<file path="src/sv/ubde_div_cell.sv">
module ubde_div_cell #(
  parameter int NW = 28,
  parameter int DW = 24,
  parameter int SW = 4
) (
  input  logic          clk,
  input  logic          rst,
  input  logic          en,
  input  logic          in_valid,
  input  logic [NW-1:0] in_nq,
  input  logic [DW-1:0] in_rem,
  input  logic [DW-1:0] in_div,
  input  logic [SW-1:0] in_side,
  output logic          out_valid,
  output logic [NW-1:0] out_nq,
  output logic [DW-1:0] out_rem,
  output logic [DW-1:0] out_div,
  output logic [SW-1:0] out_side
);

  logic [DW:0]   trial;
  logic [DW:0]   diff;
  logic          ge;
  logic [DW-1:0] rem_next;
  logic [NW-1:0] nq_next;

  // One restoring step: the top numerator bit moves into the remainder and
  // the quotient bit enters at the bottom of the numerator register.
  always_comb begin
    trial    = {in_rem, in_nq[NW-1]};
    diff     = trial - {1'b0, in_div};
    ge       = trial >= {1'b0, in_div};
    rem_next = ge ? diff[DW-1:0] : trial[DW-1:0];
    nq_next  = {in_nq[NW-2:0], ge};
  end

  always_ff @(posedge clk) begin
    if (rst) begin
      out_valid <= 1'b0;
    end else if (en) begin
      out_valid <= in_valid;
    end
  end

  always_ff @(posedge clk) begin
    if (en) begin
      out_nq   <= nq_next;
      out_rem  <= rem_next;
      out_div  <= in_div;
      out_side <= in_side;
    end
  end

endmodule

</file>
<file path="src/sv/ubde_div_chain.sv">
module ubde_div_chain #(
  parameter int NW = 28,
  parameter int DW = 24,
  parameter int SW = 4
) (
  input  logic          clk,
  input  logic          rst,
  input  logic          en,
  input  logic          in_valid,
  input  logic [NW-1:0] in_num,
  input  logic [DW-1:0] in_div,
  input  logic [SW-1:0] in_side,
  output logic          out_valid,
  output logic [NW-1:0] out_quot,
  output logic [DW-1:0] out_div,
  output logic [SW-1:0] out_side
);

  logic          v    [0:NW];
  logic [NW-1:0] nq   [0:NW];
  logic [DW-1:0] rem  [0:NW];
  logic [DW-1:0] dv   [0:NW];
  logic [SW-1:0] side [0:NW];

  assign v[0]    = in_valid;
  assign nq[0]   = in_num;
  assign rem[0]  = '0;
  assign dv[0]   = in_div;
  assign side[0] = in_side;

  for (genvar k = 0; k < NW; k++) begin : g_cell
    ubde_div_cell #(.NW(NW), .DW(DW), .SW(SW)) u_cell (
      .clk      (clk),
      .rst      (rst),
      .en       (en),
      .in_valid (v[k]),
      .in_nq    (nq[k]),
      .in_rem   (rem[k]),
      .in_div   (dv[k]),
      .in_side  (side[k]),
      .out_valid(v[k+1]),
      .out_nq   (nq[k+1]),
      .out_rem  (rem[k+1]),
      .out_div  (dv[k+1]),
      .out_side (side[k+1])
    );
  end

  assign out_valid = v[NW];
  assign out_quot  = nq[NW];
  assign out_div   = dv[NW];
  assign out_side  = side[NW];

endmodule

</file>
<file path="config.mk">
export PLATFORM = sky130hd
export DESIGN_NAME = ubde_div_chain
export DESIGN_NICKNAME = d
export VERILOG_FILES = /design/src/sv/ubde_div_cell.sv /design/src/sv/ubde_div_chain.sv
export SDC_FILE = /design/constraint.sdc
export NUM_CORES = 2
export LEC_CHECK = 0
export BUFFER_PORTS_ARGS = -buffer_cell sky130_fd_sc_hd__buf_2
export CAP_MARGIN = 20
export CORE_ASPECT_RATIO = 0.7
export CORE_MARGIN = 4
export CORE_UTILIZATION = 40
export CTS_BUF_LIST = sky130_fd_sc_hd__clkbuf_8 sky130_fd_sc_hd__clkbuf_16
export DETAILED_ROUTE_END_ITERATION = 8
export PLACE_DENSITY = 0.56
export REMOVE_ABC_BUFFERS = 1
export SYNTH_ARGS = -nofsm -noshare
export SYNTH_HDL_FRONTEND = slang
export SYNTH_SLANG_ARGS = --single-unit
</file>
<file path="constraint.sdc">
create_clock -name clk -period 6 [get_ports clk]
set_clock_uncertainty 0.2 [all_clocks]
set_input_delay 0 -clock clk [delete_from_list [all_inputs] [get_ports clk]]
set_output_delay 0 -clock clk [all_outputs]
set_load 0.01 [all_outputs]
</file>
==> out/summary.txt <==
Required @ worst endpoint = 6.43 ns
Switching power = 22,200 uW
1st-iter DRT viols = 5,836
Site Rows = 159
Placer congestion estimate = 0.921
Global route overflow = 0
Leakage power = 0.0479 uW
Layout area overhead = 12.9%
Unrepaired setup endpoints after global routing = false
Tot GR Track Use = 0.168
Bufs on Longest Clock Path = 4
Yosys warnings = 0
Skew-Pair Late Insertion Delay = 0.89 ns
Crit start category = register
Clk pin slew, worst setup/hold paths = 0.06 ns
EDFF count, synth = 2,216
Async S/R FF share, synth = 0
First-pass DRT Iterations = 6
Max H-tree Level = 4
DRC viols = 0
DP HPWL = 172 mm
Core ar. = 0.269 sq mm
CTS buffer count = 233
Switching fraction of total power = 0.349
Clk sink count = 2,244
Reg power frac = 0.374
Post-CTS Setup Bufs = 0
Cell area after synthesis = 0.108 sq mm
Nets@finish = 9,337
Placement Setup Slack = 1.39 ns
Max Cap Viol = 0
Gate power share = 0.400
Final Slew Violations = 0
Crit path DAT = 4.99 ns
Setup CP Type = register to register
Final Cycle Share = 0.760
Avg Cell Area, Syn = 13.1 sq um
Die height = 443 um
Max Freq = 219 MHz
Final WL = 240 mm
#FFs+latches synth = 2,244
Initial antenna violation count = 6
Die Wd = 630 um
Final setup fails = 0
Internal power = 41,400 uW
Pwr Density = 521 mW/mm^2
Routed vias/inst = 5.25
Post-Synthesis Cells = 8,239
Setup ws final = 1.44 ns
First-pass GRT wire length = 371 mm
Area of the die = 0.279 sq mm
Finished Layout Cells = 12.4k
Placed cells = 11.9k
Final hold violations = 0
Ports = 117
Clock Tree Root = clkbuf_16
Tightest Hold Check Type = primary input to register
Setup crit start = g_cell[20].u_cell.out_div[3]
Top FF cell, synth = edfxtp_1
TritonCTS clock tree = built
Port bufs = 116
DR WL/cell = 19.3 um
Routed vias = 65.2k
Clk pwr share = 0.226
Final min period = 4.56 ns
Post-DRT Antenna Nets = 0
WHS = 0.152 ns
Status = finished clean
Critical path fanouts, max = 13
Pin count of the biggest net entering global routing = 186
Critical path capture point type = register
Initial Utilization = 0.403
Post-synthesis sequential area ratio = 0.620
Reg2reg start = g_cell[20].u_cell.out_div[3]
Synth unique cells = 92
Ratio of cells with drive above 1 in the final layout = 0.108
VDD IR-drop max = 256 uV
Relative slew margins = 0.245
Hold path startpoint = in_num[26]
Vias in the first global route = 62.6k
Slew @ Worst Pin = 1.12 ns
power groups by stage:
stage / clock network (uW) / registers [uW] / logic (uW)
detailed placement: 0 / 24100 / 24700
global route: 15600 / 24100 / 28100
global placement: 0 / 24200 / 24400
CTS: 15000 / 23800 / 25000
finish: 14300 / 23800 / 25400
floorplan: 0 / 23000 / 18800
cell type report:
| class | instances | area [sq um] |
|---|---|---|
| fill | 24000 | 147000 |
| sequential | 2244 | 67100 |
| multi-input combinational | 4981 | 37200 |
| clock buffer | 236 | 5910 |
| tap | 3622 | 4530 |
| inverter | 840 | 3150 |
| timing repair buffer | 301 | 2590 |
| clock inverter | 184 | 1610 |
| antenna | 1 | 2.50 |
layer usage:
layer | global-route usage | routed length, um
met2 | 0.222 | 92800
met4 | 0.0360 | 4700
met5 | 0 | 0
met1 | 0.272 | 123000
met3 | 0.0420 | 19000
placed cells by master, fill, tap and decap left out, types with 44 or more instances in the layout:
cell type         n
a211oi_1         66
a21o_1          282
a21oi_1         504
a31oi_1          67
and3_1           56
buf_2           115
buf_4            44
clkbuf_16       237
clkinv_1         48
dlygate4sd3_1   120
edfxtp_1       2216
ha_1            650
inv_1           871
mux2_2          356
mux2i_1          69
nand2_1         386
nand2b_1         80
nand3_1         110
nand4_1          83
nor2_1          451
nor2b_1          83
nor3_1           95
o21a_1          109
o21ai_0         389
o21bai_1         60
o31ai_1          58
xnor2_1         337
xor2_1          149
Yosys cell counts (96+ instances only):
cell type | n | area [sq um]
a21o_1 | 282 | 2120
nor3_1 | 96 | 480
ha_1 | 650 | 8130
xor2_1 | 149 | 1310
inv_1 | 838 | 3150
o21ai_0 | 390 | 1950
nor2_1 | 451 | 1690
mux2_2 | 356 | 4010
nand2_1 | 386 | 1450
xnor2_1 | 337 | 2950
nand3_1 | 110 | 551
o21a_1 | 109 | 818
clkbuf_1 | 110 | 413
edfxtp_1 | 2216 | 66500
a21oi_1 | 504 | 2520
repair_timing:
action	in CTS	in global routing
hold buffers	121	0
hold endpoints to repair	773	0
resized for setup	0	0
final timing paths:
kind / to / slack [ns] / depth (start not counted)
worst max-delay path: g_cell[21].u_cell.out_rem[5] / 1.44 / 13
worst min-delay path: g_cell[0].u_cell.out_nq[27] / 0.15 / 3
worst max register to register: g_cell[21].u_cell.out_rem[5] / 1.44 / 13
worst min register to register: g_cell[16].u_cell.out_nq[7] / 0.17 / 0
worst max-delay path: stages (launching register included):
cell	delay (ns)
edfxtp_1	0.34
inv_1	0.06
ha_1	0.36
a21oi_1	0.23
nor4b_1	0.43
a21o_1	0.27
a21boi_1	0.10
o21ai_0	0.18
nand2_1	0.13
a221o_1	0.37
o21ai_1	0.57
inv_1	0.50
buf_8	0.29
mux2_2	0.28
kinds of logic after synthesis:
group,synth area share
and+or+nand+nor,0.0669
adders and majority gates,0.0800
xor gates and xnor gates,0.0393
muxes,0.0465
buffers and inverters,0.0367
AOI/OAI and AO/OA,0.110
DFF,0.620
per-stage QoR:
stage / cell area, sq um / total power (uW) / setup TNS, ns / utilization
after CTS: 122000 / 63800 / 0 / 0.454
after floorplan: 107000 / 41800 / -44.72 / -
after global placement: 113000 / 48600 / 0 / 0.421
after detailed placement: 113000 / 48900 / 0 / 0.421
after global routing: 122000 / 67800 / 0 / 0.454
final: 122000 / 63600 / 0 / 0.454
state kept, by name (all words and copies together) (netlist names):
register                 flops
g_cell.u_cell.out_rem      648
g_cell.u_cell.out_valid     28
g_cell.u_cell.out_nq       784
g_cell.u_cell.out_div      672
g_cell.u_cell.out_side     112
(Power assumes the default switching activity.)
